File: src/rtl/wwoc_pkg.sv
// shared types and constants of the whole-word occurrence counter
`timescale 1ns / 1ps

package wwoc_pkg;

   localparam int CH_BITS        = 8;
   localparam int PAT_CHARS      = 16;
   localparam int PAT_BITS       = PAT_CHARS * CH_BITS;
   localparam int HALF_BITS      = 64;
   localparam int LEN_BITS       = 5;
   localparam int OUT_COUNT_BITS = 16;
   localparam int CSR_IDX_BITS   = 2;
   localparam int QUEUE_DEPTH    = 2;

   localparam int DEF_MAX_WORD_CHARS = 16;
   localparam int DEF_COUNT_BITS     = 16;

   // register indexes
   localparam logic [CSR_IDX_BITS-1:0] CSR_PATTERN_LOW    = 2'd0;
   localparam logic [CSR_IDX_BITS-1:0] CSR_PATTERN_HIGH   = 2'd1;
   localparam logic [CSR_IDX_BITS-1:0] CSR_PATTERN_LENGTH = 2'd2;

   // scan status codes
   localparam logic [1:0] ST_OUTSIDE  = 2'd0;
   localparam logic [1:0] ST_INSIDE   = 2'd1;
   localparam logic [1:0] ST_MATCHING = 2'd2;

   // delimiters
   localparam logic [CH_BITS-1:0] CH_SEMI   = 8'h3b;
   localparam logic [CH_BITS-1:0] CH_COMMA  = 8'h2c;
   localparam logic [CH_BITS-1:0] CH_SPACE  = 8'h20;
   localparam logic [CH_BITS-1:0] CH_TAB    = 8'h09;
   localparam logic [CH_BITS-1:0] CH_LF     = 8'h0a;
   localparam logic [CH_BITS-1:0] CH_PERIOD = 8'h2e;
   localparam logic [CH_BITS-1:0] CH_NUL    = 8'h00;

   // one classified text word between front and back
   typedef struct packed {
      logic                 starts_query;
      logic                 is_delim;
      logic [PAT_CHARS-1:0] hit;
   } item_type;

endpackage

File: src/rtl/wwoc_if.sv
// valid/ready channel interfaces for text input and count output
`timescale 1ns / 1ps

interface wwoc_req_if
   import wwoc_pkg::*;
();
   logic               valid;
   logic               ready;
   logic [CH_BITS-1:0] ch;
   logic               starts_query;

   modport source (output valid, output ch, output starts_query, input ready);
   modport sink   (input valid, input ch, input starts_query, output ready);
endinterface

interface wwoc_rsp_if
   import wwoc_pkg::*;
();
   logic                      valid;
   logic                      ready;
   logic [OUT_COUNT_BITS-1:0] match_count;
   logic                      word_matched;

   modport source (output valid, output match_count, output word_matched, input ready);
   modport sink   (input valid, input match_count, input word_matched, output ready);
endinterface

File: src/rtl/wwoc_front.sv
// front stage: takes a text word and classifies it against the pattern
`timescale 1ns / 1ps

module wwoc_front
   import wwoc_pkg::*;
#(
   parameter int MAX_WORD_CHARS = DEF_MAX_WORD_CHARS
) (
   input  logic                clock,
   input  logic                reset,
   input  logic                in_valid,
   output logic                in_ready,
   input  logic [CH_BITS-1:0]  ch,
   input  logic                starts_query,
   input  logic [PAT_BITS-1:0] pattern,
   output logic                out_valid,
   input  logic                out_ready,
   output item_type            out_item
);

   logic     valid_ff;
   logic     valid_in;
   item_type item_ff;
   item_type item_in;
   logic     take;

   assign in_ready  = !valid_ff || out_ready;
   assign take      = in_valid && in_ready;
   assign out_valid = valid_ff;
   assign out_item  = item_ff;

   always_comb begin
      item_in              = '0;
      item_in.starts_query = starts_query;
      item_in.is_delim     = ch inside {CH_SEMI, CH_COMMA, CH_SPACE, CH_TAB,
                                        CH_LF, CH_PERIOD, CH_NUL};
      // per-position compare, positions past the limit never hit
      for (int i = 0; i < MAX_WORD_CHARS; i++) begin
         item_in.hit[i] = (pattern[i*CH_BITS +: CH_BITS] == ch);
      end
   end

   always_comb begin
      valid_in = valid_ff;
      if (take) begin
         valid_in = 1'b1;
      end else if (out_ready) begin
         valid_in = 1'b0;
      end
   end

   always_ff @(posedge clock) begin
      if (reset) begin
         valid_ff <= 1'b0;
      end else begin
         valid_ff <= valid_in;
      end
   end

   always_ff @(posedge clock) begin
      if (take) begin
         item_ff <= item_in;
      end
   end

endmodule

File: src/rtl/wwoc_queue.sv
// short queue of classified words between front and back
`timescale 1ns / 1ps

module wwoc_queue
   import wwoc_pkg::*;
(
   input  logic     clock,
   input  logic     reset,
   input  logic     in_valid,
   output logic     in_ready,
   input  item_type in_item,
   output logic     out_valid,
   input  logic     out_ready,
   output item_type out_item
);

   localparam int DEPTH    = QUEUE_DEPTH;
   localparam int PTR_BITS = (DEPTH > 1) ? $clog2(DEPTH) : 1;
   localparam int CNT_BITS = $clog2(DEPTH + 1);

   item_type            mem_ff [DEPTH];
   logic [PTR_BITS-1:0] wr_ptr_ff;
   logic [PTR_BITS-1:0] wr_ptr_in;
   logic [PTR_BITS-1:0] rd_ptr_ff;
   logic [PTR_BITS-1:0] rd_ptr_in;
   logic [CNT_BITS-1:0] count_ff;
   logic [CNT_BITS-1:0] count_in;
   logic                push;
   logic                pop;

   assign in_ready  = (count_ff != CNT_BITS'(DEPTH));
   assign out_valid = (count_ff != '0);
   assign out_item  = mem_ff[rd_ptr_ff];
   assign push      = in_valid && in_ready;
   assign pop       = out_valid && out_ready;

   always_comb begin
      wr_ptr_in = wr_ptr_ff;
      rd_ptr_in = rd_ptr_ff;
      count_in  = count_ff;
      if (push) begin
         wr_ptr_in = (wr_ptr_ff == PTR_BITS'(DEPTH - 1)) ? '0 : wr_ptr_ff + PTR_BITS'(1);
      end
      if (pop) begin
         rd_ptr_in = (rd_ptr_ff == PTR_BITS'(DEPTH - 1)) ? '0 : rd_ptr_ff + PTR_BITS'(1);
      end
      case ({push, pop})
         2'b10:   count_in = count_ff + CNT_BITS'(1);
         2'b01:   count_in = count_ff - CNT_BITS'(1);
         default: count_in = count_ff;
      endcase
   end

   always_ff @(posedge clock) begin
      if (reset) begin
         wr_ptr_ff <= '0;
         rd_ptr_ff <= '0;
         count_ff  <= '0;
      end else begin
         wr_ptr_ff <= wr_ptr_in;
         rd_ptr_ff <= rd_ptr_in;
         count_ff  <= count_in;
      end
   end

   always_ff @(posedge clock) begin
      if (push) begin
         mem_ff[wr_ptr_ff] <= in_item;
      end
   end

endmodule

File: src/rtl/wwoc_back.sv
// back stage: scan state, saturating count and output register
`timescale 1ns / 1ps

module wwoc_back
   import wwoc_pkg::*;
#(
   parameter int MAX_WORD_CHARS = DEF_MAX_WORD_CHARS,
   parameter int COUNT_BITS     = DEF_COUNT_BITS
) (
   input  logic                      clock,
   input  logic                      reset,
   input  logic [LEN_BITS-1:0]       pattern_length,
   input  logic                      in_valid,
   output logic                      in_ready,
   input  item_type                  in_item,
   output logic                      out_valid,
   input  logic                      out_ready,
   output logic [OUT_COUNT_BITS-1:0] match_count,
   output logic                      word_matched
);

   logic [1:0]            status_ff;
   logic [1:0]            status_in;
   logic [LEN_BITS-1:0]   matched_ff;
   logic [LEN_BITS-1:0]   matched_in;
   logic [COUNT_BITS-1:0] count_ff;
   logic [COUNT_BITS-1:0] count_in;
   logic                  rsp_valid_ff;
   logic                  rsp_valid_in;
   logic                  closed_ff;
   logic                  closed_in;
   logic                  take;
   logic                  len_ok;
   logic                  extend;
   logic [1:0]            st;
   logic [LEN_BITS-1:0]   mc;
   logic [PAT_CHARS-1:0]  sel;

   assign in_ready     = !rsp_valid_ff || out_ready;
   assign take         = in_valid && in_ready;
   assign out_valid    = rsp_valid_ff;
   assign match_count  = OUT_COUNT_BITS'(count_ff);
   assign word_matched = closed_ff;

   assign len_ok = (pattern_length != '0) &&
                   (pattern_length <= LEN_BITS'(MAX_WORD_CHARS));

   always_comb begin
      // a new query clears state before the word is handled
      st       = in_item.starts_query ? ST_OUTSIDE : status_ff;
      mc       = in_item.starts_query ? '0 : matched_ff;
      count_in = in_item.starts_query ? '0 : count_ff;
      sel      = PAT_CHARS'(1) << mc;
      extend   = len_ok && (mc < pattern_length) && ((in_item.hit & sel) != '0);

      status_in  = st;
      matched_in = mc;
      closed_in  = 1'b0;

      if (in_item.is_delim) begin
         if ((st == ST_MATCHING) && len_ok && (mc == pattern_length)) begin
            closed_in = 1'b1;
            if (!(&count_in)) begin
               count_in = count_in + COUNT_BITS'(1);
            end
         end
         status_in  = ST_OUTSIDE;
         matched_in = '0;
      end else begin
         case (st)
            ST_OUTSIDE: begin
               if (extend) begin
                  status_in  = ST_MATCHING;
                  matched_in = LEN_BITS'(1);
               end else begin
                  status_in  = ST_INSIDE;
                  matched_in = '0;
               end
            end
            ST_MATCHING: begin
               if (extend) begin
                  matched_in = mc + LEN_BITS'(1);
               end else begin
                  status_in = ST_INSIDE;
               end
            end
            default: begin
               status_in = st;
            end
         endcase
      end
   end

   always_comb begin
      rsp_valid_in = rsp_valid_ff;
      if (take) begin
         rsp_valid_in = 1'b1;
      end else if (out_ready) begin
         rsp_valid_in = 1'b0;
      end
   end

   always_ff @(posedge clock) begin
      if (reset) begin
         status_ff    <= ST_OUTSIDE;
         matched_ff   <= '0;
         count_ff     <= '0;
         rsp_valid_ff <= 1'b0;
      end else begin
         rsp_valid_ff <= rsp_valid_in;
         if (take) begin
            status_ff  <= status_in;
            matched_ff <= matched_in;
            count_ff   <= count_in;
         end
      end
   end

   always_ff @(posedge clock) begin
      if (take) begin
         closed_ff <= closed_in;
      end
   end

endmodule

File: src/rtl/whole_word_occurrence_counter.sv
// top level of the whole-word occurrence counter
`timescale 1ns / 1ps

// Counts whole-word occurrences of a search word of up to MAX_WORD_CHARS
// characters in a stream of text words (bytes), one word per req transfer,
// each answered by one rsp word carrying the running count and a flag that
// the byte closed a matching word. Delimiters are ';' ',' space tab
// newline '.' and the zero byte that ends a message. The pattern, its
// length and any change to them must be written through the csr port only
// while no word is in flight; the block does not enforce this. Throughput
// is one byte per clock unless the output stalls; each req word passes the
// front register, queue and output register to its rsp word. starts_query
// clears the count and scan state before its byte. The count saturates at
// 2^COUNT_BITS - 1; match_count shows its low bits.
module whole_word_occurrence_counter
   import wwoc_pkg::*;
#(
   parameter int MAX_WORD_CHARS = DEF_MAX_WORD_CHARS,
   parameter int COUNT_BITS     = DEF_COUNT_BITS
) (
   input  logic                    clock,
   input  logic                    reset,
   wwoc_req_if.sink                req_bus,
   wwoc_rsp_if.source              rsp_bus,
   input  logic                    csr_write_en,
   input  logic [CSR_IDX_BITS-1:0] csr_index,
   input  logic [HALF_BITS-1:0]    csr_wdata
);

   // configuration registers
   logic [HALF_BITS-1:0] pattern_low_ff;
   logic [HALF_BITS-1:0] pattern_high_ff;
   logic [LEN_BITS-1:0]  pattern_length_ff;

   // front to queue
   logic     front_valid;
   logic     front_ready;
   item_type front_item;

   // queue to back
   logic     back_valid;
   logic     back_ready;
   item_type back_item;

   // an index beyond the list is ignored
   always_ff @(posedge clock) begin
      if (reset) begin
         pattern_low_ff    <= '0;
         pattern_high_ff   <= '0;
         pattern_length_ff <= '0;
      end else if (csr_write_en) begin
         case (csr_index)
            CSR_PATTERN_LOW:    pattern_low_ff    <= csr_wdata;
            CSR_PATTERN_HIGH:   pattern_high_ff   <= csr_wdata;
            CSR_PATTERN_LENGTH: pattern_length_ff <= csr_wdata[LEN_BITS-1:0];
            default: begin
               pattern_low_ff <= pattern_low_ff;
            end
         endcase
      end
   end

   // classify each byte: delimiter flag and per-position pattern hits
   wwoc_front #(
      .MAX_WORD_CHARS (MAX_WORD_CHARS)
   ) u_front (
      .clock        (clock),
      .reset        (reset),
      .in_valid     (req_bus.valid),
      .in_ready     (req_bus.ready),
      .ch           (req_bus.ch),
      .starts_query (req_bus.starts_query),
      .pattern      ({pattern_high_ff, pattern_low_ff}),
      .out_valid    (front_valid),
      .out_ready    (front_ready),
      .out_item     (front_item)
   );

   // decouples classification from the scan so each side stalls alone
   wwoc_queue u_queue (
      .clock     (clock),
      .reset     (reset),
      .in_valid  (front_valid),
      .in_ready  (front_ready),
      .in_item   (front_item),
      .out_valid (back_valid),
      .out_ready (back_ready),
      .out_item  (back_item)
   );

   // scan state, count and the registered result
   wwoc_back #(
      .MAX_WORD_CHARS (MAX_WORD_CHARS),
      .COUNT_BITS     (COUNT_BITS)
   ) u_back (
      .clock          (clock),
      .reset          (reset),
      .pattern_length (pattern_length_ff),
      .in_valid       (back_valid),
      .in_ready       (back_ready),
      .in_item        (back_item),
      .out_valid      (rsp_bus.valid),
      .out_ready      (rsp_bus.ready),
      .match_count    (rsp_bus.match_count),
      .word_matched   (rsp_bus.word_matched)
   );

endmodule

File: src/flat_wrapper.sv
// flat-port wrapper written by rule: the top's interface ports become plain ports
module whole_word_occurrence_counter_flat import wwoc_pkg::*;
#(
   parameter int MAX_WORD_CHARS = DEF_MAX_WORD_CHARS,
   parameter int COUNT_BITS     = DEF_COUNT_BITS
)
  (clock, reset, csr_write_en, csr_index, csr_wdata, req_bus_valid, req_bus_ch, req_bus_starts_query, req_bus_ready, rsp_bus_valid, rsp_bus_match_count, rsp_bus_word_matched, rsp_bus_ready);
  wwoc_req_if req_bus_i ();
  wwoc_rsp_if rsp_bus_i ();
  input  logic clock;
  input  logic reset;
  input  logic csr_write_en;
  input  logic [CSR_IDX_BITS-1:0] csr_index;
  input  logic [HALF_BITS-1:0] csr_wdata;
  input wire logic [$bits(req_bus_i.valid)-1:0] req_bus_valid;
  input wire logic [$bits(req_bus_i.ch)-1:0] req_bus_ch;
  input wire logic [$bits(req_bus_i.starts_query)-1:0] req_bus_starts_query;
  output wire logic [$bits(req_bus_i.ready)-1:0] req_bus_ready;
  output wire logic [$bits(rsp_bus_i.valid)-1:0] rsp_bus_valid;
  output wire logic [$bits(rsp_bus_i.match_count)-1:0] rsp_bus_match_count;
  output wire logic [$bits(rsp_bus_i.word_matched)-1:0] rsp_bus_word_matched;
  input wire logic [$bits(rsp_bus_i.ready)-1:0] rsp_bus_ready;
  assign req_bus_i.valid = req_bus_valid;
  assign req_bus_i.ch = req_bus_ch;
  assign req_bus_i.starts_query = req_bus_starts_query;
  assign req_bus_ready = req_bus_i.ready;
  assign rsp_bus_valid = rsp_bus_i.valid;
  assign rsp_bus_match_count = rsp_bus_i.match_count;
  assign rsp_bus_word_matched = rsp_bus_i.word_matched;
  assign rsp_bus_i.ready = rsp_bus_ready;
  whole_word_occurrence_counter #(.MAX_WORD_CHARS(MAX_WORD_CHARS), .COUNT_BITS(COUNT_BITS)) u_core (.clock(clock), .reset(reset), .req_bus(req_bus_i), .rsp_bus(rsp_bus_i), .csr_write_en(csr_write_en), .csr_index(csr_index), .csr_wdata(csr_wdata));
endmodule
File: config.mk
export PLATFORM = sky130hd
export DESIGN_NAME = whole_word_occurrence_counter_flat
export DESIGN_NICKNAME = d
export VERILOG_FILES = /design/src/rtl/wwoc_pkg.sv /design/src/rtl/wwoc_if.sv /design/src/rtl/wwoc_front.sv /design/src/rtl/wwoc_queue.sv /design/src/rtl/wwoc_back.sv /design/src/rtl/whole_word_occurrence_counter.sv /design/src/flat_wrapper.sv
export SDC_FILE = /design/constraint.sdc
export NUM_CORES = 1
export LEC_CHECK = 0
export ABC_AREA = 1
export BUFFER_PORTS_ARGS = -buffer_cell sky130_fd_sc_hd__buf_4
export CORE_ASPECT_RATIO = 0.5
export CORE_MARGIN = 2
export CORE_UTILIZATION = 25
export DETAILED_ROUTE_END_ITERATION = 10
export PLACE_DENSITY = 0.52
export SYNTH_ARGS = -nofsm -noshare
export SYNTH_HDL_FRONTEND = slang
export SYNTH_SLANG_ARGS = --single-unit
export TNS_END_PERCENT = 10
File: constraint.sdc
create_clock -name clock -period 5.82 [get_ports clock]
set_input_delay 0.582 -clock clock [delete_from_list [all_inputs] [get_ports clock]]
set_output_delay 0.582 -clock clock [all_outputs]
set_load 0.03 [all_outputs]
==> impl_results.md, run 1 <==
* Status: finished, final reports clean
* Initial antenna violation count at 0
* Slowest stage cell, crit path: dfxtp_1
* Sequential share of the synthesized area at 49.23%
* Synthesized area at 0.009983 mm²
* CTS Buf Count at 23
* Post-Route Skew at 0.02044 ns
* CTS tree: done
* Antenna diodes at 0
* Fillers at 4176
* Power, Total at 3.753 mW
* Sum of buffers and inverters on the critical path at 2
* Critical Path AT at 3.68 ns
* Yosys reg bits at 218
* Flop pwr share at 46.2%
* Cell mode on critical path: nand2_1
* Delay-heaviest family, CP: simple AND/OR/NAND/NOR gates
* Fmax at 0.3085 GHz
* First-pass GRT wire length at 42850 µm
* Peak VDD IR at 0.0001795 V
* R2R depth at 16
* Gpl congestion at 0.8092
* CP Capture Type: register
* R2R Path End: u_core.u_back.matched_ff[0]
* Endpoints failing setup at 0
* H-tree depth at 1
* DIE AREA at 0.04165 mm²
* Worst Hold Class: in2reg
* Initial Utilization at 25.52%
* Worst slew margin at 31.86%
* Syn Inst Count at 1229
* Unrepaired setup endpoints after global routing: false
* Setup slack, reg-to-reg at 2.58 ns
* Synth warn at 0
* Required @ worst endpoint at 6.26 ns
* GRT Util Overall at 12.62%
* Internal power at 2.678 mW
* Final worst path period share at 55.70%
* Maxcap violations at 0
* TritonRoute pass-1 iters at 6
* Hold_buf cts at 0
* Clock Path Buffers at 3
* Hold Path End: u_core.u_front.out_item[17]
* Grt ovf at 0
* Worst skew pair latency at 0.52 ns
* Core area at 0.03912 mm²
* Commonest non-fill, non-tap cell in the layout: nor2_1
* Max Slew Vio Count at 0
* Pin count of the biggest net entering global routing at 113
* Setup bufs post-CTS at 0
* Clock power share at 38.2%
* Slowest stage delay, CP at 0.74 ns
* Logic pwr share at 15.6%
* Number of DRC markers in iteration 0 at 402
* Leakage at 4.612 nW
* Port bufs at 98
* Commonest cells after routing, fill and taps aside: nor2_1, dfxtp_1, o21ai_0
* NetSw at 1.075 mW
* Clock Sinks at 218
* Top Ports at 99
* ANT nets after route at 0
* Die Wd at 286.6 µm
* Die height at 145.3 µm
* Setup TNS Final at 0 ns
* Nets at 1380
* Hold Crit Depth at 1
* DR WL/cell at 14.42 µm
* DP HPWL at 17140 µm
* Vias per Instance at 4.376
* Vias in the first global route at 7881
* Critical-path maximum fanout at 21
* CTS resizes at 0
* Startpoint Class: register
* FP Rows at 51
* Clock-pin transition on the worst setup and hold timing paths at 0.07 ns
* # DRC at 0
* Via count at 8052
* Synth-to-Final Area Change at 19.26%
* Syn_nets at 1316
* Share of layout cells above drive strength 1 at 13.51%
* CP Cell Sequence: inv_2 > nand2_1 > nand2_4 > nand2_1 > inv_1 > ha_1 > a21o_1 > a21oi_1 > o211ai_1 > nor2_1 > nand2_1 > nor2_2 > nand2_1 > nand2_1 > nand2_1 > a21oi_1
* CTS Root Cell: clkbuf_16
* Sw frac at 28.63%
* Final hold vios at 0
* Unique masters post-synth at 36
* Total wire length at 26540 µm
* Crit Path Category: reg2reg
* Hold Crit Start: req_bus_starts_query
* Post-route minimum period at 3.242 ns
* Slew @ Worst Pin at 1.022 ns
* Power density cells at 315.2 mW/mm²
* Avg Inst Size Synth at 8.123 µm²
-- how the worst max path moves through the flow --
| stage | from | end | slack, ns | cells after the start |
|---|---|---|---|---|
| after global placement | register | u_core.u_back.matched_ff[0] | 2.69 | 16 |
| final | register | u_core.u_back.matched_ff[0] | 2.58 | 16 |
| after CTS | register | u_core.u_back.matched_ff[0] | 2.58 | 16 |
| after detailed placement | register | u_core.u_back.matched_ff[0] | 2.60 | 16 |
| after floorplan | register | u_core.u_back.matched_ff[0] | 3.59 | 16 |
| after global routing | register | u_core.u_back.matched_ff[0] | 2.16 | 16 |
-- logic make-up (layout without fill, tap and decap cells) --
logic type | Yosys count | count (layout) | share of synthesized area, %
compound gates | 200 | 200 | 10.26
xor+xnor | 123 | 123 | 10.79
fa+ha+maj | 7 | 7 | 0.8773
buf+inv | 123 | 204 | 4.838
flops | 218 | 218 | 49.23
simple gates | 558 | 558 | 24.00
-- metal layers --
layer / GRT usage [%] / share of wire [%] / up-vias
met1: 16.80 / 48 / 3765
li1: - / - / 4158
met5: 0 / 0 / -
met4: 2.958 / 1.9 / 0
met3: 1.777 / 3.0 / 41
met2: 21.56 / 47 / 88
-- power by group through the flow --
| stage | Sequential [mW] | Clock, mW | Combinational (mW) |
|---|---|---|---|
| after floorplan | 1.74 | 0 | 0.426 |
| after global routing | 1.75 | 1.52 | 0.664 |
| after detailed placement | 1.76 | 0 | 0.591 |
| after global placement | 1.76 | 0 | 0.589 |
| after CTS | 1.73 | 1.47 | 0.594 |
| final | 1.73 | 1.43 | 0.587 |
-- metrics by stage --
| stage | utilization [%] | worst slack, ns | instance area (µm²) | hold WS, ns | instances |
|---|---|---|---|---|---|
| 2_1_floorplan | - | 3.593 | 9983 | 0.4215 | 1229 |
| 3_3_place_gp | 28.59 | 2.686 | 11180 | 0.4259 | 1798 |
| 3_5_place_dp | 28.59 | 2.601 | 11180 | 0.4321 | 1798 |
| 4_1_cts | 30.44 | 2.584 | 11910 | 0.2514 | 1840 |
| 5_1_grt | 30.44 | 2.155 | 11910 | 0.2479 | 1840 |
| 6_report | 30.44 | 2.578 | 11910 | 0.2626 | 1840 |
-- synthesized netlist by cell type --
cell | instances | area, µm²
a21o_1 | 1 | 7.510
a21oi_1 | 33 | 165.2
a31oi_1 | 1 | 6.260
and3_1 | 2 | 12.51
buf_1 | 1 | 3.750
buf_2 | 5 | 25.02
buf_4 | 2 | 15.01
buf_6 | 1 | 11.26
clkbuf_1 | 58 | 217.7
clkinv_1 | 2 | 7.510
dfxtp_1 | 163 | 3263
edfxtp_1 | 55 | 1652
ha_1 | 7 | 87.58
inv_1 | 50 | 187.7
inv_2 | 4 | 15.01
nand2_1 | 113 | 424.2
nand2_2 | 2 | 12.51
nand2_4 | 2 | 22.52
nand3_1 | 36 | 180.2
nand3_2 | 2 | 20.02
nand4_1 | 42 | 262.8
nor2_1 | 322 | 1209
nor2_2 | 6 | 37.54
nor2_4 | 3 | 33.78
nor3_1 | 4 | 20.02
nor3_2 | 3 | 30.03
nor4_1 | 8 | 50.05
o211ai_1 | 1 | 7.510
o21a_1 | 2 | 15.01
o21ai_0 | 153 | 765.7
o21ai_1 | 7 | 35.03
o21ai_4 | 1 | 16.27
o22ai_1 | 1 | 6.260
or2_2 | 13 | 81.33
xnor2_1 | 104 | 910.9
xor2_1 | 19 | 166.4
-- sequential cells by signal (all words and copies together), names as in the netlist, 2 cells and up, named ones only --
name / cells
u_core.pattern_length_ff: 5
u_core.u_queue.mem_ff: 36
u_core.pattern_high_ff: 64
u_core.u_back.matched_ff: 5
u_core.u_back.status_ff: 2
u_core.u_front.out_item: 18
u_core.pattern_low_ff: 64
u_core.u_back.match_count: 16
u_core.u_queue.count_ff: 2
-- final cells by class --
type                            count  area [µm²]  area share [%]
Sequential cell                   218        4915           41.28
Multi-Input combinational cell    888        4601           38.64
Timing Repair Buffer              106       795.8           6.683
Tap cell                          530       663.1           5.570
Clock buffer                       26       586.8           4.929
Inverter                           56       210.2           1.765
Clock inverter                     16       135.1           1.135
Note: power is estimated with default switching activity, not from simulation.
==> run 2, diff against run 1 <==
--- a/config.mk
+++ b/config.mk
@@ -11,7 +11,7 @@
 export CORE_MARGIN = 2
 export CORE_UTILIZATION = 25
 export DETAILED_ROUTE_END_ITERATION = 10
-export PLACE_DENSITY = 0.52
+export PLACE_DENSITY = 0.54
 export SYNTH_ARGS = -nofsm -noshare
 export SYNTH_HDL_FRONTEND = slang
 export SYNTH_SLANG_ARGS = --single-unit
==> constraint.sdc (replaced) <==
create_clock -name clock -period 2.65 [get_ports clock]
set_input_delay 0.265 -clock clock [delete_from_list [all_inputs] [get_ports clock]]
set_output_delay 0.265 -clock clock [all_outputs]
set_load 0.03 [all_outputs]
==> run 2 against run 1 <==
First-iteration DRC count rose by 10%. Routed wire length rose by 2.0%. Via count rose by 4.7%. Highest routed layer unchanged. Critical path depth did not move. Global-route usage rose by 0.20 points. Non-clock buffer count rose by 75. Fmax rose by 36%. Register-to-register slack got worse by 2.3 ns. Worst setup slack got worse by 2.3 ns. Design area rose by 7.2%. Sequential share of layout area fell by 2.8 points.
==> impl_results.md, run 2 (same netlist as run 1, synthesis figures left out) <==
* Status: finished, final reports clean
* Met2 Track Usage GR at 21.85% (+0.29 points)
* Total wire length at 27080 µm (+2.0%)
* DR WL/cell at 14.12 µm (-2.1%)
* Die height at 145.3 µm (unchanged)
* Commonest cells after routing, fill and taps aside: nor2_1, dfxtp_1, o21ai_0
* Commonest non-fill, non-tap cell in the layout: nor2_1
* CTS tree: done
* DP HPWL at 17070 µm (-0.44%)
* Post-Route Skew at 0.02833 ns (+0.007888 ns)
* CTS Buf Count at 24 (+4.3%)
* CP Capture Type: register
* Grt ovf at 0 (unchanged)
* Nets at 1456 (+5.5%)
* # DRC at 0 (unchanged)
* Clock-pin transition on the worst setup and hold timing paths at 0.06 ns (about the same)
* First-pass GRT wire length at 43950 µm (+2.6%)
* Slew @ Worst Pin at 0.8149 ns (-0.2072 ns)
* Vias in the first global route at 8307 (+5.4%)
* GR Util met1 at 16.79% (about the same)
* Clock Sinks at 218 (unchanged)
* Endpoints failing setup at 0 (unchanged)
* Via count at 8429 (+4.7%)
* Leakage at 5.004 nW (+8.5%)
* Unrepaired setup endpoints after global routing: false
* Setup bufs post-CTS at 0 (unchanged)
* Core area at 0.03912 mm² (unchanged)
* Critical-path maximum fanout at 10 (-52%)
* Cell mode on critical path: nand2_1
* Top Ports at 99 (unchanged)
* Crit Path Category: reg2reg
* Dpl ws at 0.1199 ns (-2.481 ns)
* Met3 usage at 1.871% (+0.094 points)
* Final worst path period share at 89.99% (+34 points)
* Final hold vios at 0 (unchanged)
* Worst skew pair latency at 0.54 ns (+0.02 ns)
* Setup TNS Final at 0 ns (unchanged)
* Worst slew margin at 45.59% (+14 points)
* Post-route minimum period at 2.385 ns (-0.8570 ns)
* Delay-heaviest family, CP: simple AND/OR/NAND/NOR gates
* Synth-to-Final Area Change at 27.90%
* FP Rows at 51 (unchanged)
* Required @ worst endpoint at 3.10 ns (-3.16 ns)
* Gpl congestion at 0.8481 (+4.8%)
* Die Wd at 286.6 µm (unchanged)
* Power density cells at 679.3 mW/mm² (+120%)
* Max Slew Vio Count at 0 (unchanged)
* Critical Path AT at 2.83 ns (-0.85 ns)
* Port bufs at 98 (unchanged)
* Initial Utilization at 25.52% (unchanged)
* Clock Path Buffers at 3 (unchanged)
* Initial antenna violation count at 1 (+1)
* GRT Util Overall at 12.82% (+0.20 points)
* Fmax at 0.4193 GHz (+36%)
* Worst setup margin at 0.2653 ns (-2.313 ns)
* Vias per Instance at 4.395 (+0.42%)
* Pin count of the biggest net entering global routing at 77 (-32%)
* H-tree depth at 1 (unchanged)
* Worst Hold Class: in2reg
* Slowest stage cell, crit path: edfxtp_1
* Biggest regs: u_core.pattern_high_ff x64, u_core.pattern_low_ff x64, u_core.u_queue.mem_ff x36
* ANT nets after route at 0 (unchanged)
* Slowest stage delay, CP at 0.43 ns (-0.31 ns)
* Startpoint Class: register
* Maxcap violations at 0 (unchanged)
* CP Cell Sequence: inv_1 > nand2_1 > nand2_4 > nand2_1 > inv_1 > ha_1 > a21o_1 > a21oi_1 > o211ai_1 > nor2_2 > nand2_2 > nor2_4 > nand2_1 > nand2_1 > nand2_1 > a21oi_1
* Sum of buffers and inverters on the critical path at 2 (unchanged)
* DIE AREA at 0.04165 mm² (unchanged)
* Share of layout cells above drive strength 1 at 14.42% (+0.91 points)
* TritonRoute pass-1 iters at 5 (-1)
* CTS Root Cell: clkbuf_16
* Peak VDD IR at 0.0004564 V (+150%)
* Number of DRC markers in iteration 0 at 442 (+10%)
* Gr busiest metal: met2
[run 2: changes by cell type in the layout (fill, tap and decap cells not counted), moves of 2 or more]
cell and change:
buf_4 +9, clkinv_2 +5, clkinv_4 -2, clkinv_1 -7, buf_12 +2, clkbuf_16 +2
dlygate4sd3_1 +64, clkbuf_8 +3
[run 2: what timing repair did]
action | in CTS | in global routing
endpoints found under the setup margin | 0 | 5
gates resized for setup | 0 | 4
endpoints found under the hold margin | 126 | 0
hold buffers | 64 | 0
[run 2: per-stage QoR]
stage          total power [mW]  util, %  hold slack (ns)  std cells  cell area (µm²)
5_1_grt                   9.065    32.64          0.02836       1918            12770
4_1_cts                   8.753    32.61         0.002320       1917            12750
6_report                  8.673    32.64          0.02129       1918            12770
3_3_place_gp              5.226    28.87           0.4266       1809            11290
2_1_floorplan             4.762        -           0.3639       1229             9983
3_5_place_dp              5.232    28.87           0.4302       1809            11290
[run 2: final cells by class]
class,count,area [µm²]
Antenna cell,1,2.502
Fill cell,4082,26350
Clock buffer,31,678.2
Tap cell,530,663.1
Clock inverter,13,143.9
Multi-Input combinational cell,888,4611
Sequential cell,218,4916
Inverter,56,210.2
Timing Repair Buffer,181,1544
[run 2: worst paths after layout]
check                                    start                           to  slack [ns]  depth (start not counted)
setup / recovery  u_core.u_queue.mem_ff[0][17]  u_core.u_back.matched_ff[0]        0.27                         16
setup reg to reg  u_core.u_queue.mem_ff[0][17]  u_core.u_back.matched_ff[0]        0.27                         16
hold reg to reg     u_core.u_front.out_item[2]  u_core.u_queue.mem_ff[0][2]        0.45                          0
hold / removal                    csr_wdata[4]     u_core.pattern_low_ff[4]        0.02                          3
[run 2: report_power, final]
| part | internal [mW] | switching (mW) |
|---|---|---|
| clock network | 2.02 | 1.42 |
| logic | 0.546 | 0.914 |
| registers | 3.64 | 0.129 |
[run 2: worst min-delay path, cell delays in order]
cell,delay (ns)
buf_4,0.12
nor2_1,0.05
nor2_1,0.09
[run 2: layer usage]
layer	routed length, µm	up-vias
met5	0	-
met4	641	0
met3	920	45
met2	12880	138
met1	12630	3935
li1	-	4311
==> run 3, diff against run 2 <==
--- a/config.mk
+++ b/config.mk
@@ -5,13 +5,13 @@
 export SDC_FILE = /design/constraint.sdc
 export NUM_CORES = 1
 export LEC_CHECK = 0
-export ABC_AREA = 1
 export BUFFER_PORTS_ARGS = -buffer_cell sky130_fd_sc_hd__buf_4
 export CORE_ASPECT_RATIO = 0.5
 export CORE_MARGIN = 2
-export CORE_UTILIZATION = 25
+export CORE_UTILIZATION = 55
+export CTS_BUF_LIST = sky130_fd_sc_hd__clkbuf_8
 export DETAILED_ROUTE_END_ITERATION = 10
-export PLACE_DENSITY = 0.54
+export PLACE_DENSITY = 0.9
 export SYNTH_ARGS = -nofsm -noshare
 export SYNTH_HDL_FRONTEND = slang
 export SYNTH_SLANG_ARGS = --single-unit
==> run 3 against run 2 <==
The flow now finishes with violations (negative setup slack). Via count increased by 6.4%. Synthesized cell count decreased by 10%. Critical path depth decreased by 5. First-iteration DRC count increased by 120%. Critical endpoint is now u_core.u_back.match_count[6]. Largest cell class unchanged. Largest power group unchanged.
==> impl_results.md, run 3 <==
* Status: finished with violations
* Failing checks: negative setup slack
* Yosys top cell by area: dfxtp_1
* Fillers at 1125 (-72%)
* Required @ worst endpoint at 3.06 ns (-0.04 ns)
* Unrepaired setup endpoints after global routing: true
* Post-Synth Adder-Cell Area at 0.9837% (+0.11 points)
* Simple-gate share of the synthesized area at 20.58% (-3.4 points)
* Pin count of the biggest net entering global routing at 157 (+100%)
* Port bufs at 98 (unchanged)
* Worst Hold Class: in2reg
* Post-Route Skew at 0.05349 ns (+0.02516 ns)
* Power density cells at 617.8 mW/mm² (-9.0%)
* Vias in the first global route at 8905 (+7.2%)
* Synth Area in XOR/XNOR at 12.80% (+2.0 points)
* CP Cell Sequence: mux2i_4 > and2_4 > ha_4 > nand3_4 > nor4b_4 > nand4_1 > or3b_4 > buf_12 > nor4_4 > xor2_1 > nor2_1
* Commonest non-fill, non-tap cell in the layout: nand2_1
* Critical Path AT at 3.08 ns (+0.25 ns)
* Top cells by area, synth: dfxtp_1, edfxtp_1, xnor2_1
* Clock-pin transition on the worst setup and hold timing paths at 0.08 ns (+0.02 ns)
* Slowest stage delay, CP at 0.46 ns (+0.03 ns)
* Via count at 8965 (+6.4%)
* Synth warn at 0 (unchanged)
* # DRC at 0 (unchanged)
* Final std cells w/o fill at 1512 (-21%)
* Fmax at 0.3743 GHz (-11%)
* Slew @ Worst Pin at 0.8878 ns (+0.07292 ns)
* Top-count cell post-synth: nand2_1
* CTS Root Cell: clkbuf_8
* Startpoint Class: register
* Initial antenna violation count at 0 (-1)
* Largest family of logic cells by synthesized area: simple AND/OR/NAND/NOR gates
* Grt ovf at 0 (unchanged)
* FP Rows at 34 (-33%)
* H-tree depth at 1 (unchanged)
* Syn Inst Count at 1103 (-10%)
* Gpl congestion at 0.8927 (+5.3%)
* Final worst path period share at 100.8% (+11 points)
* Final hold vios at 0 (unchanged)
* Delay-heaviest family, CP: simple AND/OR/NAND/NOR gates
* Synth-to-Final Area Change at 24.45%
* Worst setup margin at -0.02168 ns (-0.2870 ns)
* Placed Area at 0.01095 mm² (-3.0%)
* Clock Path Buffers at 3 (unchanged)
* Synthesized area at 0.009921 mm² (-0.63%)
* Post-synth top area share at 32.89% (+0.21 points)
* Endpoints failing setup at 5 (+5)
* Worst slew margin at 40.81% (-4.8 points)
* Vias per Instance at 5.929 (+35%)
* GRT Util Overall at 29.03% (+16 points)
* Max Slew Vio Count at 0 (unchanged)
* Share of layout cells above drive strength 1 at 17.14% (+2.7 points)
* Number of DRC markers in iteration 0 at 993 (+120%)
* Peak VDD IR at 0.0004480 V (-1.8%)
* Dominant synthesized flop cell: dfxtp_1
* Critical-path maximum fanout at 6 (-4)
* ANT nets after route at 0 (unchanged)
* Sum of buffers and inverters on the critical path at 1 (-1)
* DIE AREA at 0.01919 mm² (-54%)
* Slowest stage cell, crit path: or3b_4
* Die Wd at 193.9 µm (-32%)
* Syn_nets at 1190 (-9.6%)
* CP Capture Type: register
* DP HPWL at 15560 µm (-8.8%)
* Leakage at 4.401 nW (-12%)
* Fraction of registers with async set or reset after synthesis at 0% (unchanged)
* Compound-Gate Fraction of Synth Area at 9.812% (-0.45 points)
* Nets at 1342 (-7.8%)
* Maxcap violations at 0 (unchanged)
* Setup TNS Final at -0.05839 ns (-0.05839 ns)
* Top cells by count, synth: nand2_1, dfxtp_1, a21oi_1
* Die height at 98.97 µm (-32%)
* Worst skew pair latency at 0.59 ns (+0.05 ns)
* Layout Utilization at 70.45% (+38 points)
* Dpl cells at 1387 (-23%)
* Initial Utilization at 56.60% (+31 points)
* Mux cell area share after synthesis at 2.800% (+2.8 points)
* Post-synth EDFFs at 55 (unchanged)
* Clock Sinks at 218 (unchanged)
* Post-route minimum period at 2.672 ns (+0.2870 ns)
* Sequential share of the synthesized area at 49.54% (+0.31 points)
* Total wire length at 28610 µm (+5.7%)
* Crit Path Category: reg2reg
* DR WL/cell at 18.92 µm (+34%)
* Top Ports at 99 (unchanged)
* Antenna diodes at 0 (-1)
* Avg Inst Size Synth at 8.994 µm² (+11%)
* Unique masters post-synth at 58 (+61%)
* Core area at 0.01753 mm² (-55%)
* CTS Buf Count at 29 (+21%)
* CTS tree: done
* First-pass GRT wire length at 45150 µm (+2.7%)
* Commonest cells after routing, fill and taps aside: nand2_1, dfxtp_1, a21oi_1
* TritonRoute pass-1 iters at 6 (+1)
* Yosys reg bits at 218 (unchanged)
* Biggest regs: u_core.pattern_high_ff x64, u_core.pattern_low_ff x64, u_core.u_queue.mem_ff x36
* Cell area after layout at 0.01235 mm² (-3.3%)
run 3: cell types whose count changed after synthesis, moves of 7 or more:
cell | before | now
xnor2_1 | 104 | 132
nor2_1 | 322 | 53
nand2_1 | 113 | 295
o21ai_1 | 7 | 0
a21oi_1 | 33 | 142
or2_2 | 13 | 1
mux2i_1 | 0 | 11
nand3_1 | 36 | 12
inv_1 | 50 | 12
o21ai_0 | 153 | 11
run 3: what timing repair did:
action	in CTS	in global routing
hold endpoints to repair	137	0
pin swaps	8	13
setup buffers	1	3
endpoints found under the setup margin	18	20
hold buffers	67	0
resized for setup	11	17
run 3: final timing paths:
kind	from	to	slack (ns)	cells past startpoint
worst max-delay path	register	u_core.u_back.match_count[6]	-0.02	11
worst min register to register	u_core.u_front.out_item[14]	u_core.u_queue.mem_ff[1][14]	0.45	0
worst max register to register	register	u_core.u_back.match_count[6]	-0.02	11
worst min-delay path	rsp_bus_ready	u_core.u_back.out_valid	0.04	3
run 3: kinds of logic (layout without fill, tap and decap cells):
kind of cell | after synthesis | after routing
buffers and inverters | 85 | 260
XOR/XNOR | 145 | 145
adder cells (fa/ha/maj) | 8 | 8
AO/OA/AOI/OAI | 176 | 176
flip-flops | 218 | 218
AND/OR/NAND/NOR | 450 | 450
multiplexers | 21 | 21
run 3: worst min-delay path: stages:
cell	delay, ns
buf_4	0.07
nand2b_1	0.13
a21oi_1	0.08
run 3: metal layers:
layer | vias up | share of wire, % | track usage [%]
met5 | - | 0 | 0
met4 | 0 | 5.4 | 15.44
met3 | 181 | 8.4 | 5.749
met2 | 555 | 48 | 50.22
met1 | 4205 | 38 | 34.74
li1 | 4024 | - | -
run 3: area by class of cell:
class	count	area (µm²)	share of cell area, %
clock buffer	34	467.9	3.790
clock inverter	20	93.84	0.7600
inverter	13	48.80	0.3952
multi-input combinational	800	4872	39.46
sequential	218	4918	39.84
tap	234	292.8	2.371
timing repair buffer	193	1653	13.39
run 3: report_power, final:
group / switching (mW) / internal, mW / leakage [nW]
Sequential: 0.137 / 3.59 / 1.85
Clock: 1.31 / 1.18 / 0.336
Combinational: 0.819 / 0.585 / 2.21
Total: 2.27 / 5.36 / 4.40
run 3: through the flow:
| stage | setup slack, ns | total power [mW] | hold slack [ns] |
|---|---|---|---|
| floorplan | -0.03920 | 4.655 | 0.3639 |
| detailed placement | -0.1154 | 5.014 | 0.4343 |
| global route | -0.1664 | 7.879 | 0.06667 |
| finish | -0.02168 | 7.628 | 0.04472 |
| CTS | 0.0001839 | 7.515 | 0.02464 |
| global placement | 0.02033 | 4.956 | 0.4247 |
